<file path="config.mk">
export PLATFORM = sky130hd
export DESIGN_NAME = neighbor_tx_power_control_top
export DESIGN_NICKNAME = d
export VERILOG_FILES = /design/src/rtl/ntpc_pkg.sv /design/src/rtl/neighbor_tx_power_control_top.sv /design/src/rtl/ntpc_update.sv
export VERILOG_INCLUDE_DIRS = /design/src /design/src/rtl
export SDC_FILE = /design/constraint.sdc
export NUM_CORES = 1
export LEC_CHECK = 0
export ABC_AREA = 1
export BUFFER_PORTS_ARGS = -buffer_cell sky130_fd_sc_hd__buf_2
export CORE_ASPECT_RATIO = 0.6
export CORE_MARGIN = 2
export CORE_UTILIZATION = 55
export DETAILED_ROUTE_END_ITERATION = 12
export PLACE_DENSITY_LB_ADDON = 0.05
export SLEW_MARGIN = 20
export SYNTH_ARGS = -nofsm -noshare
export SYNTH_HDL_FRONTEND = slang
export SYNTH_SLANG_ARGS = --single-unit
</file>
<file path="constraint.sdc">
create_clock -name clock -period 7.41 [get_ports clock]
set_input_delay 0 -clock clock [delete_from_list [all_inputs] [get_ports clock]]
set_output_delay 0 -clock clock [all_outputs]
set_load 0.005 [all_outputs]
</file>
<file path="src/rtl/neighbor_tx_power_control_top_assert.svh">
// assertion macros for the neighbor transmit power control block
// no dependencies; included by the modules that check their own logic
`ifndef NEIGHBOR_TX_POWER_CONTROL_TOP_ASSERT_SVH
`define NEIGHBOR_TX_POWER_CONTROL_TOP_ASSERT_SVH
`ifndef SYNTHESIS
`define NTPC_ASSERT_SAME(label, clk, rst, cond, prop) \
   label: assert property (@(posedge clk) disable iff (rst) (cond) |-> (prop)) \
      else $error("assertion failed");
`define NTPC_ASSERT_NEXT(label, clk, rst, cond, prop) \
   label: assert property (@(posedge clk) disable iff (rst) (cond) |=> (prop)) \
      else $error("assertion failed");
`else
`define NTPC_ASSERT_SAME(label, clk, rst, cond, prop)
`define NTPC_ASSERT_NEXT(label, clk, rst, cond, prop)
`endif
`endif

</file>
<file path="src/rtl/ntpc_pkg.sv">
// types and constants shared by the neighbor transmit power control block
// no dependencies
package ntpc_pkg;

   localparam logic [1:0] CMD_LOST      = 2'd0;
   localparam logic [1:0] CMD_DELIVERED = 2'd1;

   localparam logic [1:0] CSR_POWER_TOP     = 2'd0;
   localparam logic [1:0] CSR_POWER_BOTTOM  = 2'd1;
   localparam logic [1:0] CSR_SUCCESS_LIMIT = 2'd2;
   localparam logic [1:0] CSR_LOSS_LIMIT    = 2'd3;

   localparam logic [4:0] POWER_TOP_RESET     = 5'd30;
   localparam logic [4:0] POWER_BOTTOM_RESET  = 5'd1;
   localparam logic [3:0] SUCCESS_LIMIT_RESET = 4'd1;
   localparam logic [3:0] LOSS_LIMIT_RESET    = 4'd10;

   typedef struct packed {
      logic [1:0] cmd;
      logic [7:0] neighbor_addr;
   } req_type;

   typedef struct packed {
      logic [4:0] tx_power;
      logic       new_entry;
      logic       table_full;
   } rsp_type;

   typedef struct packed {
      logic       first_phase;
      logic [3:0] success_count;
      logic [3:0] loss_count;
      logic [4:0] power;
   } entry_type;

   typedef struct packed {
      logic [4:0] power_top;
      logic [4:0] power_bottom;
      logic [3:0] success_limit;
      logic [3:0] loss_limit;
   } cfg_type;

   typedef enum logic {
      NTPC_IDLE,
      NTPC_UPDATE
   } state_type;

endpackage

</file>
<file path="src/rtl/neighbor_tx_power_control_top.sv">
// one request at a time: no new request is taken until the previous update is done;
// address compare and entry read in the accept cycle, then read-modify-write of the
// entry memory; a response not taken stalls the update
// reset clears the slot valid bits, config registers, state and the response valid flag;
// the entry memory is not cleared
// top level: address match flops, entry memory, sequencer and response register
// depends on ntpc_pkg, ntpc_update and neighbor_tx_power_control_top_assert.svh
`include "neighbor_tx_power_control_top_assert.svh"
module neighbor_tx_power_control_top #(
   parameter int NEIGHBOR_SLOTS = 8
) (
   input  logic              clock,
   input  logic              reset,
   input  logic              req_valid,
   output logic              req_ready,
   input  ntpc_pkg::req_type req_data,
   output logic              rsp_valid,
   input  logic              rsp_ready,
   output ntpc_pkg::rsp_type rsp_data,
   input  logic              csr_write,
   input  logic [1:0]        csr_index,
   input  logic [4:0]        csr_data
);

   localparam int SLOT_W = (NEIGHBOR_SLOTS > 1) ? $clog2(NEIGHBOR_SLOTS) : 1;

   ntpc_pkg::cfg_type   cfg_ff;
   ntpc_pkg::state_type state_ff, state_in;

   logic [NEIGHBOR_SLOTS-1:0] valid_ff;
   logic [7:0]                addr_ff [NEIGHBOR_SLOTS];
   ntpc_pkg::entry_type       mem [NEIGHBOR_SLOTS];
   ntpc_pkg::entry_type       mem_rd_ff;
   ntpc_pkg::entry_type       entry_wr;

   logic              hit, free_found;
   logic [SLOT_W-1:0] hit_idx, free_idx;
   logic              hit_ff, free_ff;
   logic [SLOT_W-1:0] slot_ff;
   logic [1:0]        cmd_ff;
   logic [7:0]        naddr_ff;

   logic              req_fire, update_fire, alloc, full;
   logic              rsp_valid_ff;
   ntpc_pkg::rsp_type rsp_data_ff;

   // configuration registers
   always_ff @(posedge clock) begin
      if (reset) begin
         cfg_ff.power_top     <= ntpc_pkg::POWER_TOP_RESET;
         cfg_ff.power_bottom  <= ntpc_pkg::POWER_BOTTOM_RESET;
         cfg_ff.success_limit <= ntpc_pkg::SUCCESS_LIMIT_RESET;
         cfg_ff.loss_limit    <= ntpc_pkg::LOSS_LIMIT_RESET;
      end else if (csr_write) begin
         unique case (csr_index)
            ntpc_pkg::CSR_POWER_TOP:     cfg_ff.power_top     <= csr_data;
            ntpc_pkg::CSR_POWER_BOTTOM:  cfg_ff.power_bottom  <= csr_data;
            ntpc_pkg::CSR_SUCCESS_LIMIT: cfg_ff.success_limit <= csr_data[3:0];
            ntpc_pkg::CSR_LOSS_LIMIT:    cfg_ff.loss_limit    <= csr_data[3:0];
            default: ;
         endcase
      end
   end

   // address match and lowest free slot
   always_comb begin
      hit        = 1'b0;
      hit_idx    = '0;
      free_found = 1'b0;
      free_idx   = '0;
      for (int i = NEIGHBOR_SLOTS - 1; i >= 0; i--) begin
         if (valid_ff[i] && addr_ff[i] == req_data.neighbor_addr) begin
            hit     = 1'b1;
            hit_idx = SLOT_W'(i);
         end
         if (!valid_ff[i]) begin
            free_found = 1'b1;
            free_idx   = SLOT_W'(i);
         end
      end
   end

   // sequencer
   always_ff @(posedge clock) begin
      if (reset) begin
         state_ff <= ntpc_pkg::NTPC_IDLE;
      end else begin
         state_ff <= state_in;
      end
   end

   always_comb begin
      state_in    = state_ff;
      req_ready   = 1'b0;
      update_fire = 1'b0;
      unique case (state_ff)
         ntpc_pkg::NTPC_IDLE: begin
            req_ready = 1'b1;
            if (req_valid) begin
               state_in = ntpc_pkg::NTPC_UPDATE;
            end
         end
         ntpc_pkg::NTPC_UPDATE: begin
            if (!rsp_valid_ff || rsp_ready) begin
               update_fire = 1'b1;
               state_in    = ntpc_pkg::NTPC_IDLE;
            end
         end
         default: state_in = ntpc_pkg::NTPC_IDLE;
      endcase
   end

   assign req_fire = req_valid && req_ready;
   assign alloc    = !hit_ff && free_ff;
   assign full     = !hit_ff && !free_ff;

   always_ff @(posedge clock) begin
      if (req_fire) begin
         hit_ff   <= hit;
         free_ff  <= free_found;
         slot_ff  <= hit ? hit_idx : free_idx;
         cmd_ff   <= req_data.cmd;
         naddr_ff <= req_data.neighbor_addr;
      end
   end

   // entry memory
   always_ff @(posedge clock) begin
      if (req_fire) begin
         mem_rd_ff <= mem[hit ? hit_idx : free_idx];
      end
      if (update_fire && !full) begin
         mem[slot_ff] <= entry_wr;
      end
   end

   always_ff @(posedge clock) begin
      if (reset) begin
         valid_ff <= '0;
      end else if (update_fire && alloc) begin
         valid_ff[slot_ff] <= 1'b1;
      end
   end

   always_ff @(posedge clock) begin
      if (update_fire && alloc) begin
         addr_ff[slot_ff] <= naddr_ff;
      end
   end

   ntpc_update u_update (
      .cmd      (cmd_ff),
      .is_new   (alloc),
      .cfg      (cfg_ff),
      .entry_rd (mem_rd_ff),
      .entry_wr (entry_wr)
   );

   // response register
   always_ff @(posedge clock) begin
      if (reset) begin
         rsp_valid_ff <= 1'b0;
      end else if (update_fire) begin
         rsp_valid_ff <= 1'b1;
      end else if (rsp_ready) begin
         rsp_valid_ff <= 1'b0;
      end
   end

   always_ff @(posedge clock) begin
      if (update_fire) begin
         rsp_data_ff.tx_power   <= full ? cfg_ff.power_top : entry_wr.power;
         rsp_data_ff.new_entry  <= alloc;
         rsp_data_ff.table_full <= full;
      end
   end

   assign rsp_valid = rsp_valid_ff;
   assign rsp_data  = rsp_data_ff;

   `NTPC_ASSERT_NEXT(a_accept_to_update, clock, reset, req_fire,
                     state_ff == ntpc_pkg::NTPC_UPDATE)
   `NTPC_ASSERT_NEXT(a_alloc_sets_valid, clock, reset, update_fire && alloc,
                     valid_ff[$past(slot_ff)])
   `NTPC_ASSERT_NEXT(a_full_keeps_table, clock, reset, update_fire && full,
                     $stable(valid_ff))
   `NTPC_ASSERT_NEXT(a_update_gives_rsp, clock, reset, update_fire, rsp_valid_ff)
   `NTPC_ASSERT_SAME(a_full_only_when_all_used, clock, reset,
                     update_fire && full, valid_ff == {NEIGHBOR_SLOTS{1'b1}})

endmodule

</file>
<file path="src/rtl/ntpc_update.sv">
// per-entry update rule: applies a loss or delivery report to one table entry
// depends on ntpc_pkg
module ntpc_update (
   input  logic [1:0]          cmd,
   input  logic                is_new,
   input  ntpc_pkg::cfg_type   cfg,
   input  ntpc_pkg::entry_type entry_rd,
   output ntpc_pkg::entry_type entry_wr
);

   ntpc_pkg::entry_type base;
   logic [3:0]          loss_next;

   always_comb begin
      if (is_new) begin
         base.first_phase   = 1'b1;
         base.success_count = 4'd0;
         base.loss_count    = 4'd0;
         base.power         = cfg.power_top;
      end else begin
         base = entry_rd;
      end
      loss_next = base.loss_count + 4'd1;
      entry_wr  = base;
      case (cmd)
         ntpc_pkg::CMD_DELIVERED: begin
            if (base.first_phase || base.success_count == cfg.success_limit) begin
               if (base.power > cfg.power_bottom) begin
                  entry_wr.power = base.power - 5'd1;
               end
               entry_wr.success_count = 4'd0;
            end else begin
               entry_wr.success_count = base.success_count + 4'd1;
               entry_wr.loss_count    = 4'd0;
            end
         end
         ntpc_pkg::CMD_LOST: begin
            entry_wr.first_phase   = 1'b0;
            entry_wr.success_count = 4'd0;
            entry_wr.loss_count    = loss_next;
            if (loss_next == cfg.loss_limit) begin
               if (base.power < cfg.power_top) begin
                  entry_wr.power = base.power + 5'd1;
               end
               entry_wr.loss_count = 4'd0;
            end
         end
         default: begin
            entry_wr = base;
         end
      endcase
   end

endmodule
</file>
==> flow_metrics.env, run 1 <==
export IMPL_maxCapViolCount=0
export IMPL_avgSynthCellArea_um2=9.74
export IMPL_port_buffers=30
export IMPL_layout_drive_gt1_share=0.0859
export IMPL_fp_dieW_um=188
export IMPL_ys_warn_count=0
export IMPL_grt_total_usage=0.255
export IMPL_layout_commonest_cell="nand2_1"
export IMPL_place_hpwl_mm=17.5
export IMPL_die_area_um2=21600
export IMPL_leakage_uw=0.00542
export IMPL_rsz0062_at_grt="false"
export IMPL_drcViolationCount=0
export IMPL_synth_distinct_cells=39
export IMPL_cts_tree="done"
export IMPL_place_congestion=0.855
export IMPL_antenna_found_initial=0
export IMPL_worstPathRequired_ps=7790
export IMPL_cp_end_kind="flip-flop"
export IMPL_vias=7983
export IMPL_initial_core_util=0.561
export IMPL_cts_htree_levels=1
export IMPL_drt_total_wl_mm=27.0
export IMPL_num_io_pins=31
export IMPL_grt_overflow_total=0
export IMPL_synth_net_count=1188
export IMPL_setup_viol=0
export IMPL_synth_area_top_cells="edfxtp_1 57%, nand2_1 8.8%, inv_1 6.9%"
export IMPL_critPathMaxFanout=18
export IMPL_synth_area_um2=11200
export IMPL_wl_per_cell_um=17.9
export IMPL_period_minus_slack_ps=3700
export IMPL_hold_class="in2reg"
export IMPL_coreArea_um2=20000
export IMPL_numClockSinks=240
export IMPL_netlist_instances=1153
export IMPL_cts_max_path_buffers=3
export IMPL_synth_seq_cells=240
export IMPL_synth_top_area_share=0.567
export IMPL_cts_root_buffer="clkbuf_16"
export IMPL_grt_first_pass_wirelength_mm=41.4
export IMPL_cp_start_kind="flip-flop"
export IMPL_critPathKind="reg2reg"
export IMPL_arrival_ps=4080
export IMPL_nets=1251
export IMPL_setup_tns_ps=0
export IMPL_num_rows=40
export IMPL_status="complete, no violations"
export IMPL_drv_slew=0
export IMPL_drt_first_pass_iters=7
export IMPL_relSlewSlack=0.241
export IMPL_final_antenna_net_count=0
export IMPL_p_per_area_nw_per_um2=240
export IMPL_post_cts_buffers=0
export IMPL_finalClockSkew_ps=18.6
export IMPL_cts_inserted_buffers=24
export IMPL_final_cell_mix="263 x nand2_1, 212 x edfxtp_1, 207 x inv_1"
export IMPL_synth_area_leader_cell="edfxtp_1"
export IMPL_hold_ws_ps=36.9
export IMPL_hold_violations=0
export IMPL_stdcell_area_um2=12800
export IMPL_dpl_cell_area_um2=11600
export IMPL_grt_pass1_vias=6977
export IMPL_drtIter0Drc=982
export IMPL_clock_latency_ps=530
export IMPL_path_clk_slew_ps=60
export IMPL_clock_fmax_mhz=270
export IMPL_vias_per_cell=5.30
export IMPL_diodes=0
export IMPL_tightest_slew_ps=1130
export IMPL_fin_crit_sh=0.499
export IMPL_power_uw=3070
export IMPL_peakVddDrop_mv=0.174
export IMPL_fp_dieH_um=115
export IMPL_area_growth_pct=13.8
export IMPL_ys_seq_area_frac=0.617
export IMPL_grt_max_degree=58
-- synthesized netlist by cell type (all sizes together) --
cell type  instances
o32ai              2
o21bai             1
clkinv             1
a21oi             20
o21ai             34
xor2              17
nor3              17
xnor2             17
o2bb2ai            1
nand2            267
nor2              86
nor4               2
clkbuf             2
or2               11
edfxtp           212
nand3            146
nor3b              1
and2               1
inv              212
buf               33
dfxtp             28
nand3b             1
mux2i              1
a311oi             1
a211oi             4
nand4              3
ha                13
o211ai            11
o22ai              7
a21boi             1
-- power by group --
group / total [uW] / switching, uW / internal (uW)
combinational: 199 / 134 / 64.7
sequential: 1530 / 18.9 / 1510
clock: 1340 / 525 / 812
total: 3070 / 677 / 2390
-- per-stage QoR --
stage               setup WS (ps)  std cells  utilization
global placement             3820       1432        0.577
floorplan                    4560       1153            -
CTS                          3710       1507        0.638
global route                 3300       1507        0.638
detailed placement           3740       1433        0.578
finish                       3710       1507        0.638
-- cell families (layout without fill, tap and decap cells) --
| family | count (synthesis) | in the layout | synth area share |
|---|---|---|---|
| buffers and inverters | 248 | 329 | 0.0939 |
| DFF | 240 | 240 | 0.617 |
| adders and majority gates | 13 | 13 | 0.0145 |
| muxes | 1 | 1 | 0.000891 |
| and+or+nand+nor | 535 | 535 | 0.205 |
| AOI/OAI and AO/OA | 82 | 82 | 0.0424 |
| xor gates and xnor gates | 34 | 34 | 0.0265 |
-- path summary, 6_finish.rpt --
| check | start | endpoint | slack, ps | depth (start not counted) |
|---|---|---|---|---|
| max | hit_ff$_DFFE_PP_ | rsp_data[5]$_DFFE_PP_ | 3710 | 16 |
| min | csr_write | cfg_ff[16]$_SDFFE_PP1P_ | 40 | 5 |
| max reg2reg | hit_ff$_DFFE_PP_ | rsp_data[5]$_DFFE_PP_ | 3710 | 16 |
| min reg2reg | cfg_ff[9]$_SDFFE_PP0P_ | cfg_ff[9]$_SDFFE_PP0P_ | 460 | 2 |
-- layout make-up --
cell class	instances	area [um^2]
fill	1677	7240
tap	273	342
timing repair buffer	72	553
clock buffer	26	608
inverter	213	800
clock inverter	18	274
multi-input combinational	665	3270
sequential	240	6930
-- registers in the layout (all words and copies together) (netlist names), 2 cells and up --
register and flops:
valid_ff 8, naddr_ff 8, rsp_data 7, mem 112, cfg_ff 18, slot_ff 3
mem_rd_ff 14, cmd_ff 2, addr_ff 64
-- critical path, cell delays in order (launching register included) --
cell and delay (ps):
edfxtp_1 380, inv_1 80, nand2_2 250, o21ai_0 510, inv_1 170, ha_1 300
nand2_1 70, nor2_1 50, a211oi_1 230, nand2_1 130, nor2_1 240, nand2_1 80
nand2_1 120, nand2_1 70, xor2_1 680, nand2_1 100, nand2_1 100
-- layer usage --
layer	routed length, um	track usage	up-vias
li1	-	-	3892
met1	13700	0.440	3767
met2	10400	0.331	297
met3	2660	0.0401	27
met4	295	0.0500	0
met5	0	0	-
-- repair_timing --
| action | in CTS | in global routing |
|---|---|---|
| endpoints found under the hold margin | 47 | 0 |
| hold buffers | 30 | 0 |
| gates resized for setup | 0 | 0 |
No activity file was read; power rests on OpenSTA's default activity.
==> run 2, diff against run 1 <==
==> constraint.sdc (replaced) <==
create_clock -name clock -period 3 [get_ports clock]
set_input_delay 0 -clock clock [delete_from_list [all_inputs] [get_ports clock]]
set_output_delay 0 -clock clock [all_outputs]
set_load 0.005 [all_outputs]
==> flow_metrics.env, run 2 (synthesis results as in run 1) <==
export IMPL_slowest_delay_ps=390
export IMPL_arrival_ps=3130
export IMPL_clock_latency_ps=510
export IMPL_drtIter0Drc=872
export IMPL_clock_fmax_mhz=349
export IMPL_fp_dieH_um=115
export IMPL_vias=7961
export IMPL_num_rows=40
export IMPL_worstPathRequired_ps=3260
export IMPL_relSlewSlack=0.356
export IMPL_nets=1286
export IMPL_antenna_found_initial=0
export IMPL_grt_pass1_vias=7254
export IMPL_r2r_start="hit_ff$_DFFE_PP_"
export IMPL_final_antenna_net_count=0
export IMPL_cts_tree="done"
export IMPL_area_growth_pct=15.4
export IMPL_initial_core_util=0.561
export IMPL_crit_family="simple AND/OR/NAND/NOR gates"
export IMPL_layout_commonest_cell="nand2_1"
export IMPL_drcViolationCount=0
export IMPL_period_minus_slack_ps=2860
export IMPL_place_congestion=0.889
export IMPL_largest_reg_flops=112
export IMPL_reg_top3="mem: 112 flops, addr_ff: 64 flops, cfg_ff: 18 flops"
export IMPL_cts_htree_levels=1
export IMPL_cts_max_path_buffers=3
export IMPL_reg2reg_depth=17
export IMPL_min_from="req_data[8]"
export IMPL_drt_first_pass_iters=8
export IMPL_hold_violations=0
export IMPL_setup_viol=0
export IMPL_tightest_slew_ps=958
export IMPL_port_buffers=30
export IMPL_regToRegSetupSlack_ps=140
export IMPL_numClockSinks=240
export IMPL_vias_per_cell=5.19
export IMPL_path_buf_inv=4
export IMPL_cts_root_buffer="clkbuf_16"
export IMPL_fp_dieW_um=188
export IMPL_crit_top_cell="nand2_1"
export IMPL_leakage_uw=0.00555
export IMPL_grt_total_usage=0.257
export IMPL_grt_max_degree=58
export IMPL_critPathSlowestCell="edfxtp_1"
export IMPL_status="complete, no violations"
export IMPL_cts_inserted_buffers=23
export IMPL_peakVddDrop_mv=0.418
export IMPL_critPathMaxFanout=10
export IMPL_path_cells="inv_1 -> nand2_4 -> buf_4 -> nand2_1 -> o21ai_1 -> ha_1 -> inv_1 -> o21bai_1 -> a21oi_1 -> o21ai_0 -> nand2_1 -> nor2_2 -> nand2_1 -> nand2_2 -> nand2_2 -> xor2_4 -> buf_12"
export IMPL_die_area_um2=21600
export IMPL_hold_class="in2reg"
export IMPL_critPathKind="reg2reg"
export IMPL_place_hpwl_mm=18.1
export IMPL_path_clk_slew_ps=60
export IMPL_finalClockSkew_ps=8.25
export IMPL_wl_per_cell_um=17.8
export IMPL_startpoint="hit_ff$_DFFE_PP_"
export IMPL_maxCapViolCount=0
export IMPL_pre_cts_ws_ps=-46.4
export IMPL_dpl_cell_area_um2=11900
export IMPL_diodes=0
export IMPL_drv_slew=0
export IMPL_setup_ws_ps=137
export IMPL_stdcell_area_um2=13000
export IMPL_drt_total_wl_mm=27.3
export IMPL_fin_crit_sh=0.954
export IMPL_min_path_cells=2
export IMPL_num_io_pins=31
export IMPL_min_to="cmd_ff[0]$_DFFE_PP_"
export IMPL_cp_end_kind="flip-flop"
export IMPL_grt_first_pass_wirelength_mm=41.4
export IMPL_worstReg2RegEnd="mem[5][3]$_DFFE_PP_"
export IMPL_coreArea_um2=20000
export IMPL_layout_drive_gt1_share=0.113
export IMPL_grt_overflow_total=0
export IMPL_top_register="mem"
export IMPL_final_cell_mix="261 x nand2_1, 212 x edfxtp_1, 206 x inv_1"
export IMPL_p_per_area_nw_per_um2=541
export IMPL_cp_start_kind="flip-flop"
[run 2: report_power, final]
group / total (uW) / switching (uW) / leakage [uW] / internal, uW
Combinational: 545 / 348 / 0.00305 / 197
Clock: 2680 / 1180 / 0.000333 / 1500
Sequential: 3790 / 47.9 / 0.00217 / 3740
Total: 7010 / 1580 / 0.00555 / 5440
[run 2: worst register-to-register path: cells and delay by family, from the launching register on]
kind | cells | cell delay [ps]
simple gates | 7 | 790
buf+inv | 4 | 480
compound gates | 4 | 470
flops | 1 | 390
fa+ha+maj | 1 | 300
xor+xnor | 1 | 210
[run 2: cell type report]
| class | instances | area, um^2 |
|---|---|---|
| clock buffer | 31 | 653 |
| clock inverter | 3 | 13.8 |
| fill | 1650 | 7060 |
| inverter | 213 | 803 |
| multi-input combinational | 665 | 3330 |
| sequential | 240 | 6930 |
| tap | 273 | 342 |
| timing repair buffer | 108 | 896 |
[run 2: metal layers]
| layer | vias to the layer above | GRT usage | wire (um) |
|---|---|---|---|
| met2 | 350 | 0.341 | 10300 |
| met1 | 3625 | 0.430 | 13600 |
| met5 | - | 0 | 0 |
| li1 | 3955 | - | - |
| met3 | 31 | 0.0496 | 3070 |
| met4 | 0 | 0.0448 | 365 |
[run 2: worst max path at each step]
| stage | to | slack [ps] | cells after the start |
|---|---|---|---|
| 3_5_place_dp | rsp_data[5]$_DFFE_PP_ | -50 | 18 |
| 6_report | mem[5][3]$_DFFE_PP_ | 140 | 17 |
| 2_1_floorplan | rsp_data[5]$_DFFE_PP_ | 150 | 17 |
| 5_1_grt | mem[7][3]$_DFFE_PP_ | -30 | 17 |
| 3_3_place_gp | rsp_data[5]$_DFFE_PP_ | 40 | 18 |
| 4_1_cts | rsp_data[5]$_DFFE_PP_ | 40 | 18 |
[run 2: per-stage QoR]
stage | total power, uW | TNS, ps | hold slack (ps) | utilization | std cells
floorplan | 4150 | 0 | 98.9 | - | 1153
global placement | 4340 | 0 | 178 | 0.594 | 1469
detailed placement | 4350 | -293 | 178 | 0.594 | 1469
CTS | 7020 | 0 | 177 | 0.642 | 1530
global route | 7260 | -261 | 196 | 0.648 | 1533
finish | 7010 | 0 | 209 | 0.648 | 1533
[run 2: repair_timing]
| item | 4_1_cts | 5_1_grt |
|---|---|---|
| pin swaps | 0 | 3 |
| gates resized for setup | 2 | 14 |
| hold buffers | 27 | 0 |
| cloned | 0 | 1 |
| endpoints found under the hold margin | 38 | 0 |
| setup endpoints to repair | 10 | 61 |
| buffers inserted | 0 | 2 |
==> run 3, diff against run 2 <==
--- a/config.mk
+++ b/config.mk
@@ -6,10 +6,9 @@
 export SDC_FILE = /design/constraint.sdc
 export NUM_CORES = 1
 export LEC_CHECK = 0
-export ABC_AREA = 1
 export BUFFER_PORTS_ARGS = -buffer_cell sky130_fd_sc_hd__buf_2
 export CORE_ASPECT_RATIO = 0.6
-export CORE_MARGIN = 2
+export CORE_MARGIN = 1.5
 export CORE_UTILIZATION = 55
 export DETAILED_ROUTE_END_ITERATION = 12
 export PLACE_DENSITY_LB_ADDON = 0.05
==> flow_metrics.env, run 3 <==
export IMPL_hold_class="in2reg"
export IMPL_drt_first_pass_iters=5
export IMPL_synthFlopType="edfxtp_1"
export IMPL_path_cells="nand2b_4 -> buf_8 -> mux2i_4 -> ha_2 -> nor2b_2 -> o21a_1 -> o21a_1 -> o21ai_1 -> a221oi_2 -> buf_4 -> nand4_1 -> o31a_1 -> o21a_1 -> o31ai_2"
export IMPL_netlist_instances=727
export IMPL_drtIter0Drc=479
export IMPL_fillers=1386
export IMPL_drcViolationCount=0
export IMPL_synth_top_cells_by_count="212 x edfxtp_1, 90 x mux2i_1, 65 x nor2_1"
export IMPL_layout_commonest_cell="edfxtp_1"
export IMPL_period_minus_slack_ps=2940
export IMPL_slowest_delay_ps=400
export IMPL_grt_max_degree=37
export IMPL_synth_net_count=762
export IMPL_synth_top_area_share=0.600
export IMPL_vias_per_cell=5.82
export IMPL_path_buf_inv=2
export IMPL_numClockSinks=240
export IMPL_drv_slew=0
export IMPL_die_area_um2=20200
export IMPL_critPathMaxFanout=5
export IMPL_cts_htree_levels=1
export IMPL_cts_inserted_buffers=23
export IMPL_place_congestion=0.949
export IMPL_grtUsageMet3=0.0369
export IMPL_cp_end_kind="flip-flop"
export IMPL_status="complete, no violations"
export IMPL_tightest_slew_ps=896
export IMPL_critPathSlowestCell="edfxtp_1"
export IMPL_setup_tns_ps=0
export IMPL_synth_seq_cells=240
export IMPL_layout_drive_gt1_share=0.216
export IMPL_clock_fmax_mhz=341
export IMPL_path_clk_slew_ps=60
export IMPL_vias=6368
export IMPL_num_rows=39
export IMPL_cts_root_buffer="clkbuf_16"
export IMPL_nets=869
export IMPL_top_register="mem"
export IMPL_final_cell_mix="212 x edfxtp_1, 88 x mux2i_1, 64 x nor2_1"
export IMPL_coreArea_um2=19000
export IMPL_critPathKind="reg2reg"
export IMPL_synth_area_um2=10600
export IMPL_met2_usage=0.326
export IMPL_num_io_pins=31
export IMPL_grt_overflow_total=0
export IMPL_fin_crit_sh=0.978
export IMPL_crit_top_cell="o21a_1"
export IMPL_avgSynthCellArea_um2=14.6
export IMPL_grt_busiest_layer="met1"
export IMPL_area_growth_pct=16.9
export IMPL_maxCapViolCount=0
export IMPL_ys_warn_count=0
export IMPL_initial_core_util=0.559
export IMPL_drt_total_wl_mm=24.1
export IMPL_diodes=0
export IMPL_synth_distinct_cells=65
export IMPL_dpl_cell_area_um2=11300
export IMPL_grt_first_pass_wirelength_mm=36.7
export IMPL_placed_cells_incl_taps=1029
export IMPL_synthArstFlopShare=0
export IMPL_arrival_ps=3250
export IMPL_synth_area_leader_cell="edfxtp_1"
export IMPL_peakVddDrop_mv=0.488
export IMPL_grt_pass1_vias=6098
export IMPL_port_buffers=30
export IMPL_reg_top3="mem: 112 flops, addr_ff: 64 flops, cfg_ff: 18 flops"
export IMPL_hold_violations=0
export IMPL_grt_total_usage=0.247
export IMPL_stdcell_count=1095
export IMPL_setup_viol=0
export IMPL_stdcell_area_um2=12400
export IMPL_synth_edf_count=212
export IMPL_final_antenna_net_count=0
export IMPL_clock_latency_ps=500
export IMPL_p_per_area_nw_per_um2=582
export IMPL_relSlewSlack=0.396
export IMPL_crit_family="compound AO/OA/AOI/OAI gates"
export IMPL_finalClockSkew_ps=10.8
export IMPL_place_hpwl_mm=16.9
export IMPL_cts_tree="done"
export IMPL_fp_dieH_um=111
export IMPL_met1_usage=0.424
export IMPL_fp_dieW_um=182
export IMPL_leakage_uw=0.00491
export IMPL_cp_start_kind="flip-flop"
export IMPL_worstPathRequired_ps=3320
export IMPL_synth_area_top_cells="edfxtp_1 60%, mux2i_1 8.5%, dfxtp_1 5.3%"
export IMPL_antenna_found_initial=0
export IMPL_largest_reg_flops=112
export IMPL_ys_seq_area_frac=0.652
export IMPL_synth_most_common_cell="edfxtp_1"
export IMPL_wl_per_cell_um=22.0
export IMPL_cts_max_path_buffers=3
## run 3: cell types whose count changed in the layout (fill, tap and decap cells not counted), moves of 9 or more
cell      before  now
a21oi_1       20   11
inv_1        206   26
mux2_2         0   18
mux2i_1        1   88
nand2_1      261   23
nand3_1      141   17
nor2_1        83   64
nor3_1        17    7
o211ai_1      11    0
o21ai_0       23    6
o21ai_1       11    2
xnor2_1       17   61
## run 3: logic make-up (layout without fill, tap and decap cells)
family / after synthesis / count (layout) / synth area share
fa+ha+maj: 13 / 13 / 0.0153
flops: 240 / 240 / 0.652
compound gates: 60 / 60 / 0.0437
buf+inv: 55 / 177 / 0.0323
simple gates: 171 / 171 / 0.0845
mux: 111 / 111 / 0.108
xor+xnor: 77 / 77 / 0.0635
## run 3: timing repair
item	in CTS	in global routing
endpoints found under the setup margin	26	37
endpoints found under the hold margin	42	3
hold buffers	19	3
resized for setup	3	22
pin swaps	1	6
buffers inserted	1	3
## run 3: layer usage
metal	routed length [um]	vias to the layer above
met5	0	-
met4	356	0
met3	2080	28
met2	9510	255
met1	12200	3181
li1	-	2904
## run 3: stage by stage
stage | total power (uW) | hold WS (ps) | worst slack (ps) | utilization
after floorplan | 4130 | 98.9 | 12.5 | -
after global placement | 4290 | 184 | -34.5 | 0.595
after detailed placement | 4310 | 184 | -115 | 0.595
after CTS | 7250 | 2.85 | 17.4 | 0.646
after global routing | 7460 | 59.2 | -67.5 | 0.654
final | 7220 | 30.9 | 64.7 | 0.654
## run 3: layout make-up
class / count / area (um^2) / share of cell area
clock buffer: 27 / 591 / 0.0476
clock inverter: 13 / 166 / 0.0134
inverter: 31 / 116 / 0.00937
multi-input combinational: 432 / 3490 / 0.281
sequential: 240 / 6930 / 0.558
tap: 246 / 308 / 0.0248
timing repair buffer: 106 / 821 / 0.0661
## run 3: where the power goes
group	switching, uW	internal (uW)	total [uW]	leakage [uW]
clock	1180	1750	2930	0.000367
combinational	283	210	493	0.00237
sequential	66.2	3730	3800	0.00217
## run 3: worst register-to-register path, cell delays in order (launching register included)
cell and delay, ps:
edfxtp_1 400, nand2b_4 200, buf_8 150, mux2i_4 190, ha_2 190, nor2b_2 110
o21a_1 140, o21a_1 100, o21ai_1 70, a221oi_2 310, buf_4 190, nand4_1 100
o31a_1 150, o21a_1 240, o31ai_2 210
## run 3: path summary, 6_finish.rpt
check,start,to,slack [ps],depth (start not counted)
hold reg to reg,cfg_ff[11]$_SDFFE_PP0P_,cfg_ff[11]$_SDFFE_PP0P_,490,2
setup / recovery,hit_ff$_DFFE_PP_,rsp_data[6]$_DFFE_PP_,60,14
setup reg to reg,hit_ff$_DFFE_PP_,rsp_data[6]$_DFFE_PP_,60,14
hold / removal,csr_write,cfg_ff[3]$_SDFFE_PP1P_,30,3
